File: src/rtl/gme_pkg.sv
`timescale 1ns / 1ps
`default_nettype none

package gme_pkg;

  // Field widths fixed by the item format
  localparam int KIND_W    = 3;
  localparam int INDEX_W   = 12;
  localparam int VALUE_W   = 9;
  localparam int PIX_W     = 8;
  localparam int SIDE_W    = 7;

  localparam int MAX_SIDE_DEF = 64;
  localparam int SIDE_RESET   = 64;
  localparam logic [PIX_W-1:0] PIX_MAX = 8'hFF;

  // Item kinds
  typedef enum logic [KIND_W-1:0] {
    K_LOAD      = 3'd0,
    K_ADD       = 3'd1,
    K_SUB       = 3'd2,
    K_DIAG      = 3'd3,
    K_TRANSPOSE = 3'd4,
    K_BINARIZE  = 3'd5,
    K_MINMAX    = 3'd6,
    K_READ      = 3'd7
  } kind_t;

  // Pixel unit operations
  typedef enum logic [1:0] {
    ALU_LOAD = 2'd0,
    ALU_ADD  = 2'd1,
    ALU_SUB  = 2'd2,
    ALU_BIN  = 2'd3
  } alu_op_t;

  typedef struct packed {
    alu_op_t op;
    logic    track_en;
    logic    track_first;
  } alu_ctl_t;

  typedef struct packed {
    kind_t               kind;
    logic [INDEX_W-1:0]  index;
    logic [VALUE_W-1:0]  value;
  } in_t;

  typedef struct packed {
    logic [PIX_W-1:0] pixel;
    logic             is_diagonal;
    logic [PIX_W-1:0] largest;
    logic [PIX_W-1:0] smallest;
  } out_t;

endpackage

`default_nettype wire

File: src/rtl/gme_alu.sv
`timescale 1ns / 1ps
`default_nettype none

module gme_alu (
  input  wire logic                        clk,
  input  wire logic                        rst_n,
  input  wire gme_pkg::alu_ctl_t           ctl,
  input  wire logic [gme_pkg::PIX_W-1:0]   cur,
  input  wire logic [gme_pkg::VALUE_W-1:0] val,
  output logic      [gme_pkg::PIX_W-1:0]   res,
  output logic      [gme_pkg::PIX_W-1:0]   largest,
  output logic      [gme_pkg::PIX_W-1:0]   smallest
);

  logic [gme_pkg::VALUE_W:0]   sum;
  logic [gme_pkg::VALUE_W-1:0] cur_ext;
  logic [gme_pkg::PIX_W-1:0]   max_r, max_nxt;
  logic [gme_pkg::PIX_W-1:0]   min_r, min_nxt;

  assign cur_ext = {1'b0, cur};
  assign sum     = {1'b0, cur_ext} + {1'b0, val};

  // Saturating pixel arithmetic and threshold
  always_comb begin
    case (ctl.op)
      gme_pkg::ALU_LOAD: begin
        res = (val > {1'b0, gme_pkg::PIX_MAX}) ? gme_pkg::PIX_MAX : val[gme_pkg::PIX_W-1:0];
      end
      gme_pkg::ALU_ADD: begin
        res = (sum > {2'b00, gme_pkg::PIX_MAX}) ? gme_pkg::PIX_MAX : sum[gme_pkg::PIX_W-1:0];
      end
      gme_pkg::ALU_SUB: begin
        res = (cur_ext > val) ? gme_pkg::PIX_W'(cur_ext - val) : '0;
      end
      gme_pkg::ALU_BIN: begin
        res = (cur_ext >= val) ? gme_pkg::PIX_MAX : '0;
      end
      default: begin
        res = '0;
      end
    endcase
  end

  // Restart tracking at the first pixel, else widen
  always_comb begin
    max_nxt = max_r;
    min_nxt = min_r;
    if (ctl.track_en) begin
      if (ctl.track_first) begin
        max_nxt = res;
        min_nxt = res;
      end else if (res > max_r) begin
        max_nxt = res;
      end else if (res < min_r) begin
        min_nxt = res;
      end
    end
  end

  always_ff @(posedge clk) begin
    if (!rst_n) begin
      max_r <= '0;
      min_r <= '0;
    end else begin
      max_r <= max_nxt;
      min_r <= min_nxt;
    end
  end

  assign largest  = max_r;
  assign smallest = min_r;

endmodule

`default_nettype wire

File: config.mk
export PLATFORM = sky130hd
export DESIGN_NAME = gme_alu
export DESIGN_NICKNAME = d
export VERILOG_FILES = /design/src/rtl/gme_pkg.sv /design/src/rtl/gme_alu.sv
export SDC_FILE = /design/constraint.sdc
export NUM_CORES = 1
export LEC_CHECK = 0
export BUFFER_PORTS_ARGS = -buffer_cell sky130_fd_sc_hd__buf_4
export CAP_MARGIN = 20
export CORE_ASPECT_RATIO = 1.4
export CORE_MARGIN = 10
export CORE_UTILIZATION = 50
export DETAILED_ROUTE_END_ITERATION = 6
export PLACE_DENSITY = 0.77
export SLEW_MARGIN = 20
export SYNTH_ARGS = -nofsm -noshare
export SYNTH_HDL_FRONTEND = slang
export SYNTH_SLANG_ARGS = --single-unit
File: constraint.sdc
create_clock -name clk -period 5.15 [get_ports clk]
set_input_delay 0.2575 -clock clk [delete_from_list [all_inputs] [get_ports clk]]
set_output_delay 0.2575 -clock clk [all_outputs]
set_load 0.01 [all_outputs]
== Yosys cells after proc, flatten, opt, wreduce, memory -nomap -nowiden ==
Index checks and enable logic that the tools add are counted.
W data, S select, Z words.

* Register bits: 16
* Bits of input ports: 23
* Logic and storage cells: 29
* Output and inout bits: 24

* Muxes and demuxes: 10
* $lt $le $gt $ge: 6
* Equal/unequal tests: 4
* Reduce and logical (&&, ||, !) cells: 5
* Add/sub/neg operators: 2

{| class="wikitable"
|+ Operator list
! operator !! count
|-
| $mux W8 || 9
|-
| $pmux W8 S4 || 1
|-
| $add A8 B9 Y10 || 1
|-
| $gt A10 B8 Y1 const B || 1
|-
| $ge A8 B9 Y1 || 1
|-
| $gt A8 B9 Y1 || 1
|-
| $gt A9 B8 Y1 const B || 1
|-
| $gt A8 B8 Y1 || 1
|-
| $lt A8 B8 Y1 || 1
|-
| $sub A8 B8 Y8 || 1
|-
| $eq A2 B2 Y1 const B || 2
|-
| $reduce_bool A2 Y1 || 2
|-
| $reduce_and A3 Y1 || 1
|-
| $eq A2 B1 Y1 const B || 1
|-
| $logic_not A2 Y1 || 1
|-
| $ne A2 B2 Y1 const B || 1
|-
| $reduce_and A2 Y1 || 1
|}

== Logic depth before layout (Yosys ltp) ==
* Word-level depth: 8
* Depth in mapped cells: 19
* Gate-level depth less buffers: 18

== Worst setup path after synthesis ==
OpenSTA, ideal clock, no wires.

* Kind: input to register
* Start point: in val[6] (netlist name)
* End point: reg max_r, in the netlist largest[0]
* Slack: 1.343 ns
* Data arrival time: 3.737 ns
* Buffers on the path: 2
* Setup time: 0.070 ns
* Required time: 5.080 ns
* Cell stages on the path: 19
* Cell sequence: inv_1 -> ha_1 -> buf_2 -> nand4b_1 -> or3_1 -> o211a_1 -> a221oi_1 -> o211ai_1 -> o21ai_0 -> inv_1 -> ha_1 -> nand3_1 -> o21bai_1 -> a21o_1 -> a21oi_1 -> o21a_1 -> clkbuf_1 -> o221ai_1 -> a21oi_1

* Word-level cells in the longest chain between the ends: 7
* Elaborated cells on any way between the ends: 16
* Classes of those cells: add/sub: 2; order compare: 5; mux: 7; reduce/logical: 2

{| class="wikitable"
|+ Ends and longest elaborated chain
! element !! line !! source
|-
| start, declared || gme_alu.sv:9 || <nowiki>input wire logic [gme_pkg::VALUE_W-1:0] val,</nowiki>
|-
| $add A8 B9 Y10 || gme_alu.sv:21 || <nowiki>assign sum = {1'b0, cur_ext} + {1'b0, val};</nowiki>
|-
| $gt A10 B8 Y1 || gme_alu.sv:30 || <nowiki>res = (sum > {2'b00, gme_pkg::PIX_MAX}) ? gme_pkg::PIX_MAX : sum[gme_pkg::PIX_W-1:0];</nowiki>
|-
| $mux W8 || gme_alu.sv:30 ||
|-
| $pmux W8 S4 * || gme_alu.sv:25 || <nowiki>case (ctl.op)</nowiki>
|-
| via res (one bit) || gme_alu.sv:10 || <nowiki>output logic [gme_pkg::PIX_W-1:0] res,</nowiki>
|-
| $gt A8 B8 Y1 * || gme_alu.sv:52 || <nowiki>end else if (res > max_r) begin</nowiki>
|-
| $reduce_bool A2 Y1 (no source line) * || - ||
|-
| $reduce_and A2 Y1 (no source line) * || - ||
|-
| end signal, assigned || gme_alu.sv:65 || <nowiki>max_r <= max_nxt;</nowiki>
|-
| end, declared || gme_alu.sv:17 || <nowiki>logic [gme_pkg::PIX_W-1:0] max_r, max_nxt;</nowiki>
|}

Mark *: on every way through the listed nets, which the timed path passes. The rest lies on a longest branch. The select of a mux whose other input is x is not followed.
A chain may end at the register's enable or synchronous reset.

== Final worst setup path ==
* Start point: in val[0] (netlist name)
* End point: reg min_r, in the netlist smallest[3]

* Word-level cells in the longest chain between the ends: 7
* Elaborated cells on any way between the ends: 19
* Classes of those cells: add/sub: 2; order compare: 6; eq/ne: 1; mux: 8; reduce/logical: 2

{| class="wikitable"
|+ Ends and longest elaborated chain
! element !! line !! source
|-
| $add A8 B9 Y10 || gme_alu.sv:21 ||
|-
| $gt A10 B8 Y1 || gme_alu.sv:30 ||
|-
| $mux W8 || gme_alu.sv:30 ||
|-
| $pmux W8 S4 * || gme_alu.sv:25 ||
|-
| $gt A8 B8 Y1, or another cell as far along || gme_alu.sv:52 ||
|-
| $ne A2 B2 Y1 (no source line), or another cell as far along || - ||
|-
| $reduce_and A3 Y1 (no source line) or $mux W8 (tied branches) || - ||
|-
| end signal, assigned || gme_alu.sv:66 || <nowiki>min_r <= min_nxt;</nowiki>
|-
| end, declared || gme_alu.sv:18 || <nowiki>logic [gme_pkg::PIX_W-1:0] min_r, min_nxt;</nowiki>
|}

Mark *: on every way between the ends. The rest lies on a longest branch, timed or not. The select of a mux whose other input is x is not followed.

==> summary.txt <==
Synthesis
  • Seq/Total Area, Yosys: 14.4%
  • Post-synth top area share: 17.4%
  • Post-synth EDFFs: 0
  • Mapped Area: 0.00223 mm^2
  • Mapped Nets: 339
  • Synth unique cells: 58
  • Yosys reg bits: 16
  • Area contributors post-synth: ha_1 (17%), dfxtp_1 (14%), inv_1 (6.1%), mux2i_1 (4.9%), a21oi_1 (3.8%)
  • Syn Inst Count: 283
  • Asr flop ratio synth: 0%
  • Main synth FF type: dfxtp_1
  • Largest area contributor in the netlist: ha_1
  • Synth Warn #: 0
  • Avg Inst Size Synth: 7.87 um^2

Detailed routing
  • Wire per inst: 16.8 um
  • Via/cell ratio: 6.06
  • DR iter-0 viols: 215
  • Routed Antenna Nets: 0
  • DR pass1 iterations: 5
  • Via count: 2,315
  • Total routed wirelength: 6440 um
  • Residual DRC: 0

Worst setup path
  • Worst R2R Setup Slack: 2.84 ns
  • WP data arrival: 4.56 ns
  • Crit Path Max Fanout: 8
  • CP startpoint kind: input pin
  • Critical path, cell by cell: buf_4 -> ha_1 -> inv_1 -> fa_1 -> o21bai_1 -> a211oi_1 -> o21a_1 -> o31ai_2 -> o211ai_1 -> o21ai_0 -> inv_1 -> ha_1 -> a21o_1 -> a21oi_1 -> a21o_1 -> a21oi_1 -> a211oi_1 -> o221a_1 -> mux2i_1
  • Path type of the worst setup path: in -> reg
  • Largest stage delay on the critical path: 0.55 ns
  • Worst R2R Start: largest[3]
  • CP endpoint kind: flip-flop
  • R2R depth: 9
  • Critical path's slowest cell: o221a_1
  • Reg2reg end: smallest[3]
  • Req. time, crit path: 5.33 ns

Hold path
  • Hold_sp: rst_n
  • Worst hold path depth: 3
  • Hold crit path type: in -> reg
  • WHS Endpoint: smallest[0]

Clock network
  • Root buf cell: clkbuf_8
  • Skew-Pair Late Insertion Delay: 0.25 ns
  • CTS buffer count: 3
  • Clock Path Buffers: 2
  • H-tree levels: 1
  • CTS sink cnt: 16
  • PostCTS Resize Cnt: 0
  • CTS tree: yes
  • CTS Hold Bufs: 0
  • Clock transition at path regs: 0.06 ns
  • Post-CTS Setup Inserts: 0

Die
  • Initial Util: 52.1%
  • DIE AREA: 0.00756 mm^2
  • Site row count: 28
  • I/O Pins: 47
  • Placeable Area: 0.00427 mm^2
  • Die Wd: 76.4 um
  • Die Ht: 98.9 um

Place
  • PortBufs: 46
  • Detailed placement HPWL: 5230 um
  • GP Congestion: 0.944
  • Post-placement cell count: 379

Layout
  • ANT cells: 0
  • Share of layout cells above drive strength 1: 18.3%
  • Most common cell after layout, fill and taps aside: buf_4
  • Non-filler cells, final: 382
  • Layout Utilization: 61.5%
  • Most frequent cells in the layout: buf_4 (47), inv_1 (36), ha_1 (31)
  • P&R area growth vs syn: 18.2%
  • Final nets: 380

Run status
  • Status: finished, final reports clean

Timing
  • Worst Skew: 0.00179 ns
  • Max Freq: 229 MHz
  • Final-report hold violation count: 0
  • Final Critical Period: 4.37 ns
  • RSZ-0062 raised after global routing: no
  • Setup Viol. Count Final: 0
  • Final TNS setup: 0 ns
  • Slew Limit Fails: 0
  • Slew headroom: 60.0%
  • Final worst path period share: 84.9%
  • Worst slew pin tran: 0.584 ns

Global routing
  • First-pass GRT wire length: 10,900 um
  • Overall routing resource usage: 16.6%
  • GR Overflow Total: 0
  • Vias in the first global route: 2,363
  • Initial antenna violation count: 0
  • Largest net degree at the start of global routing: 20

Power and ir drop
  • Leak: 0.00120 uW
  • Peak supply drop: 176 uV
  • Pwr dens: 218 mW/mm^2

Run
  • Max-Cap Viols: 0
[worst max-delay path: cells and delay by family]
family | cells | cell delay (ns)
AOI/OAI and AO/OA | 12 | 2.83
adders and majority gates | 3 | 0.91
buffers and inverters | 3 | 0.32
muxes | 1 | 0.24
[final cells by class]
class                   instances  area [um^2]
repair buffers                 47          353
inverters                      36          135
clock buffers                   3         41.3
flip-flops and latches         16          320
multi-input cells             220         1710
well taps                      60         75.1
fillers                       409         1640
[power breakdown]
group / leakage [uW] / internal [uW] / switching (uW)
clock network: 0.0000216 / 52.0 / 45.2
registers: 0.000132 / 139 / 12.1
logic: 0.00104 / 145 / 180
[kinds of logic (layout without fill, tap and decap cells)]
kind of cell | Yosys count | count (layout) | synth area share [%]
compound gates | 90 | 90 | 30.0
xor+xnor | 2 | 2 | 0.787
fa+ha+maj | 33 | 33 | 19.2
buf+inv | 47 | 86 | 8.99
flops | 16 | 16 | 14.4
mux | 11 | 11 | 4.95
simple gates | 84 | 84 | 21.6
[worst max-delay path by stage]
stage	depth (start not counted)	startpoint	slack, ns	to
final	19	val[0]	0.78	smallest[3]
after floorplan	19	val[6]	1.34	largest[0]
after global routing	18	val[5]	0.42	smallest[7]
after detailed placement	18	val[5]	0.56	smallest[1]
after CTS	19	val[0]	0.81	smallest[1]
after global placement	18	val[5]	0.64	smallest[1]
[state kept, by name (all words and copies together) (netlist names)]
register and flops:
largest 8, smallest 8
[synth_stat cells (4+ instances only)]
cell type and number:
nor2_1 17, o21a_1 4, nand3_1 8, a2111oi_0 5
nor3_1 6, clkbuf_1 4, nor2b_1 8, nand2b_1 6
a21oi_1 17, o21ai_0 11, a211oi_1 9, nand2_1 17
ha_1 31, a21o_1 6, o211ai_1 9, dfxtp_1 16
mux2i_1 11, inv_1 36, buf_2 4
[metrics by stage]
stage | total power (uW) | setup slack (ns) | instance area [um^2] | hold WS, ns
global route | 619 | 0.421 | 2630 | 0.384
CTS | 573 | 0.808 | 2630 | 0.366
floorplan | 367 | 1.34 | 2230 | 0.486
global placement | 470 | 0.638 | 2590 | 0.458
detailed placement | 475 | 0.559 | 2590 | 0.467
finish | 574 | 0.777 | 2630 | 0.367
[layer usage]
metal | up-vias | part of all wire (%) | global-route usage, %
met4 | 0 | 2.8 | 6.46
met1 | 1077 | 41 | 18.2
met5 | - | 0 | 0
met3 | 21 | 5.3 | 2.82
met2 | 94 | 50 | 30.6
li1 | 1123 | - | -
(Power assumes the default switching activity.)
