## config.mk

```make
export PLATFORM = sky130hd
export DESIGN_NAME = gme_ctrl
export DESIGN_NICKNAME = d
export VERILOG_FILES = /design/src/rtl/gme_pkg.sv /design/src/rtl/gme_ctrl.sv
export SDC_FILE = /design/constraint.sdc
export NUM_CORES = 1
export LEC_CHECK = 0
export ABC_AREA = 1
export ABC_CLOCK_PERIOD_IN_PS = 3930
export BUFFER_PORTS_ARGS = -buffer_cell sky130_fd_sc_hd__buf_2
export CORE_MARGIN = 3
export CORE_UTILIZATION = 32
export DETAILED_ROUTE_END_ITERATION = 10
export HOLD_SLACK_MARGIN = 0.12
export PLACE_DENSITY_LB_ADDON = 0.08
export SETUP_SLACK_MARGIN = 0.2
export SLEW_MARGIN = 20
export SYNTH_ARGS = -nofsm -noshare
export SYNTH_HDL_FRONTEND = slang
export SYNTH_SLANG_ARGS = --single-unit
export TNS_END_PERCENT = 50
```

## constraint.sdc

```tcl
create_clock -name clk -period 3.93 [get_ports clk]
set_clock_uncertainty 0.15 [all_clocks]
set_input_delay 0.5895 -clock clk [delete_from_list [all_inputs] [get_ports clk]]
set_output_delay 0.5895 -clock clk [all_outputs]
set_load 0.02 [all_outputs]
```

## src/rtl/gme_pkg.sv

```systemverilog
`timescale 1ns / 1ps
`default_nettype none

package gme_pkg;

  // Field widths fixed by the item format
  localparam int KIND_W    = 3;
  localparam int INDEX_W   = 12;
  localparam int VALUE_W   = 9;
  localparam int PIX_W     = 8;
  localparam int SIDE_W    = 7;

  localparam int MAX_SIDE_DEF = 64;
  localparam int SIDE_RESET   = 64;
  localparam logic [PIX_W-1:0] PIX_MAX = 8'hFF;

  // Item kinds
  typedef enum logic [KIND_W-1:0] {
    K_LOAD      = 3'd0,
    K_ADD       = 3'd1,
    K_SUB       = 3'd2,
    K_DIAG      = 3'd3,
    K_TRANSPOSE = 3'd4,
    K_BINARIZE  = 3'd5,
    K_MINMAX    = 3'd6,
    K_READ      = 3'd7
  } kind_t;

  // Pixel unit operations
  typedef enum logic [1:0] {
    ALU_LOAD = 2'd0,
    ALU_ADD  = 2'd1,
    ALU_SUB  = 2'd2,
    ALU_BIN  = 2'd3
  } alu_op_t;

  typedef struct packed {
    alu_op_t op;
    logic    track_en;
    logic    track_first;
  } alu_ctl_t;

  typedef struct packed {
    kind_t               kind;
    logic [INDEX_W-1:0]  index;
    logic [VALUE_W-1:0]  value;
  } in_t;

  typedef struct packed {
    logic [PIX_W-1:0] pixel;
    logic             is_diagonal;
    logic [PIX_W-1:0] largest;
    logic [PIX_W-1:0] smallest;
  } out_t;

endpackage

`default_nettype wire

```

## src/rtl/gme_ctrl.sv

```systemverilog
`timescale 1ns / 1ps
`default_nettype none

module gme_ctrl #(
  parameter int SW = 7,
  parameter int NW = 13,
  parameter int AW = 12
) (
  input  wire logic                        clk,
  input  wire logic                        rst_n,
  input  wire logic                        start,
  input  wire gme_pkg::in_t                in_data,
  output logic                             busy,
  input  wire logic [SW-1:0]               side_eff,
  input  wire logic [NW-1:0]               n_pix,
  output logic                             rd_en,
  output logic [AW-1:0]                    rd_addr,
  input  wire logic [gme_pkg::PIX_W-1:0]   rd_data,
  output logic                             wr_en,
  output logic [AW-1:0]                    wr_addr,
  output logic [gme_pkg::PIX_W-1:0]        wr_data,
  output gme_pkg::alu_ctl_t                alu_ctl,
  output logic [gme_pkg::VALUE_W-1:0]      alu_val,
  input  wire logic [gme_pkg::PIX_W-1:0]   alu_res,
  output logic                             out_valid,
  output logic [gme_pkg::PIX_W-1:0]        out_pixel,
  output logic                             out_diag
);

  localparam int CW = (NW > gme_pkg::INDEX_W) ? NW : gme_pkg::INDEX_W;

  typedef enum logic [6:0] {
    ST_IDLE = 7'b0000001,
    ST_PE   = 7'b0000010,
    ST_WALK = 7'b0000100,
    ST_TA   = 7'b0001000,
    ST_TB   = 7'b0010000,
    ST_TW1  = 7'b0100000,
    ST_TW2  = 7'b1000000
  } state_t;

  state_t                          state_r, state_nxt;
  gme_pkg::kind_t                  kind_r, kind_nxt;
  logic [gme_pkg::VALUE_W-1:0]     val_r, val_nxt;
  logic [AW-1:0]                   idx_r, idx_nxt;
  logic [AW-1:0]                   pend_r, pend_nxt;
  logic                            pend_off_r, pend_off_nxt;
  logic                            pend_last_r, pend_last_nxt;
  logic [SW-1:0]                   row_r, row_nxt;
  logic [SW-1:0]                   col_r, col_nxt;
  logic                            dacc_r, dacc_nxt;
  logic [AW-1:0]                   d_r, d_nxt;
  logic [AW-1:0]                   a_r, a_nxt;
  logic [AW-1:0]                   b_r, b_nxt;
  logic [gme_pkg::PIX_W-1:0]       tmp_r, tmp_nxt;
  logic                            out_valid_r, out_valid_nxt;
  logic [gme_pkg::PIX_W-1:0]       pixel_r, pixel_nxt;
  logic                            isdiag_r, isdiag_nxt;

  logic [CW-1:0]                   idx_ext;
  logic                            in_range;
  logic [SW-1:0]                   side_m1, side_m2;
  logic [AW-1:0]                   side_a;
  logic [AW-1:0]                   pend_inc;
  logic [AW-1:0]                   d_step;
  logic [SW-1:0]                   row_n, col_n;
  logic                            dacc_now;

  assign idx_ext  = CW'(in_data.index);
  assign in_range = idx_ext < CW'(n_pix);
  assign side_m1  = side_eff - SW'(1);
  assign side_m2  = side_eff - SW'(2);
  assign side_a   = AW'(side_eff);
  assign pend_inc = pend_r + AW'(1);
  assign d_step   = d_r + side_a + AW'(1);
  assign dacc_now = dacc_r & ~(pend_off_r & (rd_data != '0));

  // Raster position after the pending pixel
  always_comb begin
    if (col_r == side_m1) begin
      col_n = '0;
      row_n = row_r + SW'(1);
    end else begin
      col_n = col_r + SW'(1);
      row_n = row_r;
    end
  end

  // Sequencer
  always_comb begin
    state_nxt     = state_r;
    kind_nxt      = kind_r;
    val_nxt       = val_r;
    idx_nxt       = idx_r;
    pend_nxt      = pend_r;
    pend_off_nxt  = pend_off_r;
    pend_last_nxt = pend_last_r;
    row_nxt       = row_r;
    col_nxt       = col_r;
    dacc_nxt      = dacc_r;
    d_nxt         = d_r;
    a_nxt         = a_r;
    b_nxt         = b_r;
    tmp_nxt       = tmp_r;
    out_valid_nxt = 1'b0;
    pixel_nxt     = pixel_r;
    isdiag_nxt    = isdiag_r;
    rd_en         = 1'b0;
    rd_addr       = '0;
    wr_en         = 1'b0;
    wr_addr       = '0;
    wr_data       = alu_res;
    alu_ctl       = '{op: gme_pkg::ALU_LOAD, track_en: 1'b0, track_first: 1'b0};

    case (state_r)
      ST_IDLE: begin
        if (start) begin
          kind_nxt = in_data.kind;
          val_nxt  = in_data.value;
          case (in_data.kind)
            gme_pkg::K_LOAD, gme_pkg::K_ADD, gme_pkg::K_SUB, gme_pkg::K_READ: begin
              if (in_range) begin
                rd_en     = 1'b1;
                rd_addr   = idx_ext[AW-1:0];
                idx_nxt   = idx_ext[AW-1:0];
                state_nxt = ST_PE;
              end else begin
                out_valid_nxt = 1'b1;
                pixel_nxt     = '0;
                isdiag_nxt    = 1'b0;
              end
            end
            gme_pkg::K_DIAG, gme_pkg::K_BINARIZE: begin
              rd_en         = 1'b1;
              rd_addr       = '0;
              pend_nxt      = '0;
              pend_off_nxt  = 1'b0;
              pend_last_nxt = (n_pix == NW'(1));
              row_nxt       = '0;
              col_nxt       = '0;
              dacc_nxt      = 1'b1;
              state_nxt     = ST_WALK;
            end
            gme_pkg::K_TRANSPOSE: begin
              if (side_eff > SW'(1)) begin
                row_nxt   = '0;
                col_nxt   = SW'(1);
                d_nxt     = '0;
                a_nxt     = AW'(1);
                b_nxt     = side_a;
                state_nxt = ST_TA;
              end else begin
                out_valid_nxt = 1'b1;
                pixel_nxt     = '0;
                isdiag_nxt    = 1'b0;
              end
            end
            default: begin
              out_valid_nxt = 1'b1;
              pixel_nxt     = '0;
              isdiag_nxt    = 1'b0;
            end
          endcase
        end
      end

      // Single pixel: read data is back, update or return it
      ST_PE: begin
        out_valid_nxt = 1'b1;
        isdiag_nxt    = 1'b0;
        state_nxt     = ST_IDLE;
        if (kind_r == gme_pkg::K_READ) begin
          pixel_nxt = rd_data;
        end else begin
          case (kind_r)
            gme_pkg::K_ADD: alu_ctl.op = gme_pkg::ALU_ADD;
            gme_pkg::K_SUB: alu_ctl.op = gme_pkg::ALU_SUB;
            default:        alu_ctl.op = gme_pkg::ALU_LOAD;
          endcase
          alu_ctl.track_en    = 1'b1;
          alu_ctl.track_first = (idx_r == '0);
          wr_en     = 1'b1;
          wr_addr   = idx_r;
          pixel_nxt = alu_res;
        end
      end

      // Whole-image walk: check or rewrite the pending pixel, issue the next
      ST_WALK: begin
        if (kind_r == gme_pkg::K_BINARIZE) begin
          alu_ctl.op          = gme_pkg::ALU_BIN;
          alu_ctl.track_en    = 1'b1;
          alu_ctl.track_first = (pend_r == '0);
          wr_en               = 1'b1;
          wr_addr             = pend_r;
        end
        dacc_nxt = dacc_now;
        if (pend_last_r) begin
          out_valid_nxt = 1'b1;
          pixel_nxt     = '0;
          isdiag_nxt    = (kind_r == gme_pkg::K_DIAG) ? dacc_now : 1'b0;
          state_nxt     = ST_IDLE;
        end else begin
          rd_en         = 1'b1;
          rd_addr       = pend_inc;
          pend_nxt      = pend_inc;
          pend_off_nxt  = (row_n != col_n);
          pend_last_nxt = (NW'(pend_inc) == (n_pix - NW'(1)));
          row_nxt       = row_n;
          col_nxt       = col_n;
        end
      end

      // Transpose: fetch upper pixel
      ST_TA: begin
        rd_en     = 1'b1;
        rd_addr   = a_r;
        state_nxt = ST_TB;
      end

      // Hold upper pixel, fetch its mirror
      ST_TB: begin
        tmp_nxt   = rd_data;
        rd_en     = 1'b1;
        rd_addr   = b_r;
        state_nxt = ST_TW1;
      end

      ST_TW1: begin
        wr_en     = 1'b1;
        wr_addr   = a_r;
        wr_data   = rd_data;
        state_nxt = ST_TW2;
      end

      // Write mirror, advance to the next pair
      ST_TW2: begin
        wr_en   = 1'b1;
        wr_addr = b_r;
        wr_data = tmp_r;
        if (col_r == side_m1) begin
          if (row_r == side_m2) begin
            out_valid_nxt = 1'b1;
            pixel_nxt     = '0;
            isdiag_nxt    = 1'b0;
            state_nxt     = ST_IDLE;
          end else begin
            row_nxt   = row_r + SW'(1);
            col_nxt   = row_r + SW'(2);
            d_nxt     = d_step;
            a_nxt     = d_step + AW'(1);
            b_nxt     = d_step + side_a;
            state_nxt = ST_TA;
          end
        end else begin
          col_nxt   = col_r + SW'(1);
          a_nxt     = a_r + AW'(1);
          b_nxt     = b_r + side_a;
          state_nxt = ST_TA;
        end
      end

      default: begin
        state_nxt = ST_IDLE;
      end
    endcase
  end

  always_ff @(posedge clk) begin
    if (!rst_n) begin
      state_r     <= ST_IDLE;
      out_valid_r <= 1'b0;
    end else begin
      state_r     <= state_nxt;
      out_valid_r <= out_valid_nxt;
    end
  end

  always_ff @(posedge clk) begin
    kind_r      <= kind_nxt;
    val_r       <= val_nxt;
    idx_r       <= idx_nxt;
    pend_r      <= pend_nxt;
    pend_off_r  <= pend_off_nxt;
    pend_last_r <= pend_last_nxt;
    row_r       <= row_nxt;
    col_r       <= col_nxt;
    dacc_r      <= dacc_nxt;
    d_r         <= d_nxt;
    a_r         <= a_nxt;
    b_r         <= b_nxt;
    tmp_r       <= tmp_nxt;
    pixel_r     <= pixel_nxt;
    isdiag_r    <= isdiag_nxt;
  end

  assign busy      = (state_r != ST_IDLE);
  assign alu_val   = val_r;
  assign out_valid = out_valid_r;
  assign out_pixel = pixel_r;
  assign out_diag  = isdiag_r;

  // Result strobes only once the sequencer is back at rest
  a_strobe_idle: assert property (@(posedge clk) disable iff (!rst_n)
    out_valid_r |-> (state_r == ST_IDLE))
    else $error("result strobe while sequencer busy");

  // No store writes from rest
  a_no_idle_write: assert property (@(posedge clk) disable iff (!rst_n)
    (state_r == ST_IDLE) |-> !wr_en)
    else $error("store write while idle");

  // Writes stay inside the active image
  a_write_in_image: assert property (@(posedge clk) disable iff (!rst_n)
    wr_en |-> (NW'(wr_addr) < n_pix))
    else $error("store write outside image");

  // A walk item always keeps the sequencer busy in the cycle after it is accepted
  a_walk_busy: assert property (@(posedge clk) disable iff (!rst_n)
    (start && !busy && (in_data.kind == gme_pkg::K_DIAG ||
     in_data.kind == gme_pkg::K_BINARIZE)) |=> busy)
    else $error("walk did not start");

endmodule

`default_nettype wire

```

# Yosys cells after proc, flatten, opt, wreduce, memory -nomap -nowiden
# Index checks and enable logic that the tools add are counted.
totals:
  elab_cells: 202
  register_bits: 114
  out_inout_bits: 58
  inputBits: 63
classes:
  reduce_logical: 22
  bitwise_logic: 3
  magnitude_cmp: 2
  n_addsub: 13
  eq_ne: 41
  mux: 104
op_table:
  columns: ["cell", "n"]
  rows:
  - ["$mux W12", 24]
  - ["$mux W7", 17]
  - ["$pmux W12 S2", 4]
  - ["$pmux W12 S4", 2]
  - ["$pmux W7 S3", 3]
  - ["$mux W8", 7]
  - ["$add A12 B1 Y12 const B", 4]
  - ["$pmux W7 S6", 1]
  - ["$add A12 B7 Y12", 3]
  - ["$pmux W8 S4", 1]
  - ["$pmux W7 S2", 2]
  - ["$mux W1", 26]
  - ["$logic_not A12 Y1", 2]
  - ["$pmux W8 S3", 1]
  - ["$ne A2 B2 Y1 const B", 8]
  - ["$pmux W8 S2", 1]
  - ["$eq A3 B3 Y1 const B", 5]
  - ["$ne A3 B3 Y1 const B", 5]
  - ["$add A7 B1 Y7 const B", 2]
  - ["$eq A7 B7 Y1", 2]
  - ["$eq A12 B13 Y1", 1]
  - ["$eq A13 B1 Y1 const B", 1]
  - ["$lt A12 B13 Y1", 1]
  - ["$sub A13 B1 Y13 const B", 1]
  - ["40 further kinds", 61]

# Logic depth before layout (Yosys ltp)
logic_depth:
  depth_word: 7
  ltp_mapped: 27
  ltp_nobuf: 25

# Least setup slack after synthesis
# OpenSTA, ideal clock, no wires.
synth_timing:
  path_type: "input port to flip-flop"
  startpoint: "in side_eff[1]"
  endpoint: "reg b_r[10], data pin"
  setup_slack_ps: -73
  required_time_ps: 3522
  cell_stages: 25
  path_buffers: 2
  setup_time_ps: 258
  t_arrival_ps: 3595
  cell_sequence: "inv_1 ha_1 nand2_2 nor2_1 nand2_1 nand2_1 nand2_1 nor2_8 nand2_4 buf_2 buf_2 o21ai_0 inv_1 ha_1 fa_1 nand3_1 nand2_1 nand2_1 nand2_1 a21oi_1 nor2_1 o211ai_1 nor2_1 o21ai_1 nor2_1"
synth_between:
  elab_chain_len: 6
  word_cells_on_any_way: 9
  classes_between: "add/sub (5); eq/ne (1); mux (3)"
synth_lines:
  columns: ["item", "line", "rtl"]
  rows:
  - ["start: declaration", "gme_ctrl.sv:14", "input wire logic [SW-1:0] side_eff,"]
  - ["$add A12 B7 Y12", "gme_ctrl.sv:75", "assign d_step = d_r + side_a + AW'(1);"]
  - ["$add A12 B1 Y12", "gme_ctrl.sv:75", null]
  - ["$add A12 B7 Y12", "gme_ctrl.sv:252", "b_nxt = d_step + side_a;"]
  - ["$mux W12", "gme_ctrl.sv:242", "if (row_r == side_m2) begin"]
  - ["$mux W12 *", "gme_ctrl.sv:241", "if (col_r == side_m1) begin"]
  - ["$pmux W12 S2 *", "gme_ctrl.sv:115", "case (state_r)"]
  - ["end signal: assignment", "gme_ctrl.sv:291", "b_r <= b_nxt;"]
  - ["end: declaration", "gme_ctrl.sv:54", "logic [AW-1:0] b_r, b_nxt;"]
# Mark *: on every way between the ends. The rest lies on a longest branch, timed or not. The select of a mux whose other input is x is not followed.
# A chain may end at the register's enable or synchronous reset.

# Worst setup path after layout
layout_timing:
  startpoint: "reg state_r[5]"
  endpoint: "out rd_addr[6]"
layout_between:
  elab_chain_len: 2
  word_cells_on_any_way: 5
  classes_between: "eq/ne (4); mux (1)"
layout_lines:
  columns: ["item", "line", "rtl"]
  rows:
  - ["start: declaration", "gme_ctrl.sv:42", "state_t state_r, state_nxt;"]
  - ["start signal: assignment", "gme_ctrl.sv:274", "state_r <= state_nxt;"]
  - ["$eq A7 B5 Y1 (tied with other cells)", "gme_ctrl.sv:115", null]
  - ["$pmux W12 S4 *", "gme_ctrl.sv:115", null]
  - ["end: declaration", "gme_ctrl.sv:17", "output logic [AW-1:0] rd_addr,"]
# Mark *: on every way between the ends. The rest lies on a longest branch, timed or not.

==> results.json <==
{
  "crit_path_max_fanout": 10,
  "holdCritStartpoint": "in_data[0]",
  "layout.nets": 1370,
  "cts_htree_levels": 4,
  "fmax_mhz": 284.5,
  "cts_hold_buf": 0,
  "synth_top_family_by_area": "simple AND/OR/NAND/NOR gates",
  "start_kind": "flop",
  "synth_mux_area_share_pct": 0,
  "hold_viol_final": 0,
  "ios": 121,
  "cap_violations": 0,
  "pre_cts_ws_ns": 0.005570,
  "yosys.area.top_type": "edfxtp_1",
  "min_path_cells": 1,
  "crit_arrival_ns": 2.78,
  "ys_warn_count": 0,
  "setup_tns_ns": 0,
  "grt_pass1_wl_um": 41590,
  "drt-pass1-iter-count": 5,
  "synth_fa_ha_area_share_pct": 5.903,
  "cp.required_ns": 3.19,
  "wl_per_cell_um": 16.48,
  "drive_gt1_share_pct": 18.19,
  "drtIter0Drc": 430,
  "via_per_inst": 4.862,
  "die_y_um": 169.2,
  "routabilityCongestion": 0.8535,
  "overflow": 0,
  "antenna_left": 0,
  "critPathCaptureType": "primary output",
  "cts_buffer_depth": 2,
  "setup_violations": 0,
  "num_rows": 59,
  "worst_slew_pin_slew_ns": 0.7706,
  "grt_usage_pct": 18.63,
  "core_area_um2": 26130,
  "synthCells": 1122,
  "yosys.area_share.simple_pct": 27.37,
  "cts_root_buffer": "clkbuf_16",
  "dieArea_um2": 28620,
  "postSynthAreaPerCell_um2": 7.594,
  "area_growth_pct": 20.75,
  "yosys.area_share.xor_xnor_pct": 5.037,
  "hpwl_um": 20980,
  "synth.distinct_cells": 46,
  "vias": 7857,
  "rsz0062_at_grt": "yes",
  "numCtsBuffers": 17,
  "numPortBuffers": 120,
  "timing.hold.ws_ns": 0.1871,
  "crit_start": "state_r[5]",
  "synth_edf_count": 106,
  "status": "completed",
  "min_period_over_period_pct": 89.44,
  "fin_ws_ns": 0.4149,
  "ys_ff_latch": 114,
  "routed_wl_um": 26630,
  "die_x_um": 169.2,
  "p_leak_nw": 4.879,
  "fin_crit_ns": 3.515,
  "p_per_area_nw_per_um2": 463.6,
  "antenna-diode-count": 0,
  "synth_ff_type": "edfxtp_1",
  "cts.sinks": 114,
  "path_class": "reg2out",
  "finalMaxSlewViolations": 0,
  "syn-cell-area_um2": 8521,
  "irDropWorstVdd_v": 0.0002263,
  "cts_tree": "built",
  "drc": 0,
  "async_flop_share_pct": 0,
  "grt_max_degree": 40,
  "syn_nets": 1224,
  "clk_pin_slew_worst_paths_ns": 0.07,
  "antenna_found_initial": 0,
  "grt_pass1_vias": 7575,
  "clk_latency_ns": 0.42,
  "start_util_pct": 32.61,
  "synth_top_area_share_pct": 37.36,
  "r2r_cells": 21,
  "yosys-top-cells-area": "edfxtp_1 37%, nand2_1 13%, inv_1 7.5%, ha_1 5.4%, nor2_1 4.9%",
  "slew_headroom_pct": 48.44,
  "synth_compound_area_share_pct": 12.79,
  "yosysSeqAreaShare_pct": 39.24,
  "hold_class": "in2reg",
  "worstReg2RegStart": "col_r[0]"
}
[power breakdown]
| part | switching, mW | leakage, nW | internal (mW) |
|---|---|---|---|
| Combinational | 0.978 | 3.54 | 0.484 |
| Sequential | 0.170 | 1.05 | 1.56 |
| Clock | 0.680 | 0.288 | 0.903 |
| Total | 1.83 | 4.88 | 2.94 |
[synth_stat cells (4+ instances only)]
master,number
buf_1,5
a21oi_1,52
ha_1,37
nor4_1,8
nor2_2,4
nor2_1,111
nor2_4,5
o221ai_1,13
nand2_1,289
xnor2_1,16
nand3b_1,6
buf_6,4
buf_2,4
nor3_1,12
a32oi_1,10
o22ai_1,18
o211ai_1,13
clkbuf_1,14
nand2_2,10
inv_1,170
xor2_1,33
nand4_1,18
nand3_1,52
dfxtp_1,8
o21ai_0,61
edfxtp_1,106
inv_2,9
[sequential cells by signal, summed over array words and instances (netlist names), 3 cells and up]
register   flops
a_r           12
alu_val        9
b_r           12
col_r          7
d_r           12
idx_r         12
kind_r         3
out_pixel      8
pend_r        12
row_r          7
state_r        7
tmp_r          8
[path summary, 6_finish.rpt]
check	endpoint	slack, ns
worst max-delay path	rd_addr[6]	0.41
worst min-delay path	alu_val[0]	0.19
worst max register to register	b_r[8]	0.55
worst min register to register	dacc_r	0.40
[cell usage in the layout (no fill, tap or decap), types with 9 or more instances in the layout]
master | synthesis | routed
a21oi_1 | 52 | 51
a32oi_1 | 10 | 10
buf_2 | 4 | 120
buf_4 | 1 | 35
clkbuf_16 | 0 | 17
edfxtp_1 | 106 | 106
ha_1 | 37 | 34
inv_1 | 170 | 169
inv_2 | 9 | 9
nand2_1 | 289 | 289
nand2_2 | 10 | 10
nand3_1 | 52 | 52
nand4_1 | 18 | 18
nor2_1 | 111 | 109
nor3_1 | 12 | 12
o211ai_1 | 13 | 13
o21ai_0 | 61 | 60
o221ai_1 | 13 | 13
o22ai_1 | 18 | 18
xnor2_1 | 16 | 16
xor2_1 | 33 | 33
[routing by layer]
layer / vias to the layer above / share of wire [%] / GRT usage (%)
met1: 3599 / 47 / 25.60
met5: - / 0 / 0
met2: 194 / 46 / 30.48
met4: 0 / 1.6 / 4.730
met3: 28 / 4.9 / 3.447
li1: 4036 / - / -
[per-stage QoR]
| stage | instance area, um2 | total power, mW | util [%] | cells |
|---|---|---|---|---|
| floorplan | 8554 | 2.723 | - | 1122 |
| global placement | 9682 | 3.218 | 37.05 | 1583 |
| detailed placement | 9682 | 3.219 | 37.05 | 1583 |
| CTS | 10270 | 4.817 | 39.29 | 1615 |
| global route | 10290 | 5.073 | 39.37 | 1616 |
| finish | 10290 | 4.769 | 39.37 | 1616 |
[cell families after synthesis]
group                      count (synthesis)
AOI/OAI and AO/OA                        182
xor gates and xnor gates                  49
adders and majority gates                 39
buffers and inverters                    209
DFF                                      114
and+or+nand+nor                          529
[critical path: stages (launching register included)]
cell,delay [ns]
dfxtp_1,0.33
nor2_1,0.14
nand2_1,0.11
inv_1,0.10
nand2_1,0.11
nor2_1,0.41
clkinv_1,0.50
o21ai_0,0.41
buf_2,0.23
[layout make-up]
type,instances,area (um2)
Clock buffer,17,425.4
Clock inverter,15,161.4
Fill cell,2858,15840
Inverter,181,683.2
Multi-Input combinational cell,799,4393
Sequential cell,114,3343
Tap cell,335,419.2
Timing Repair Buffer,155,863.3
[what timing repair did]
item                                    4_1_cts  5_1_grt
resized for setup                             0        1
hold endpoints to repair                      0        0
endpoints found under the setup margin        0        3
setup buffers                                 0        1
Power figures use the tool's default switching activity.
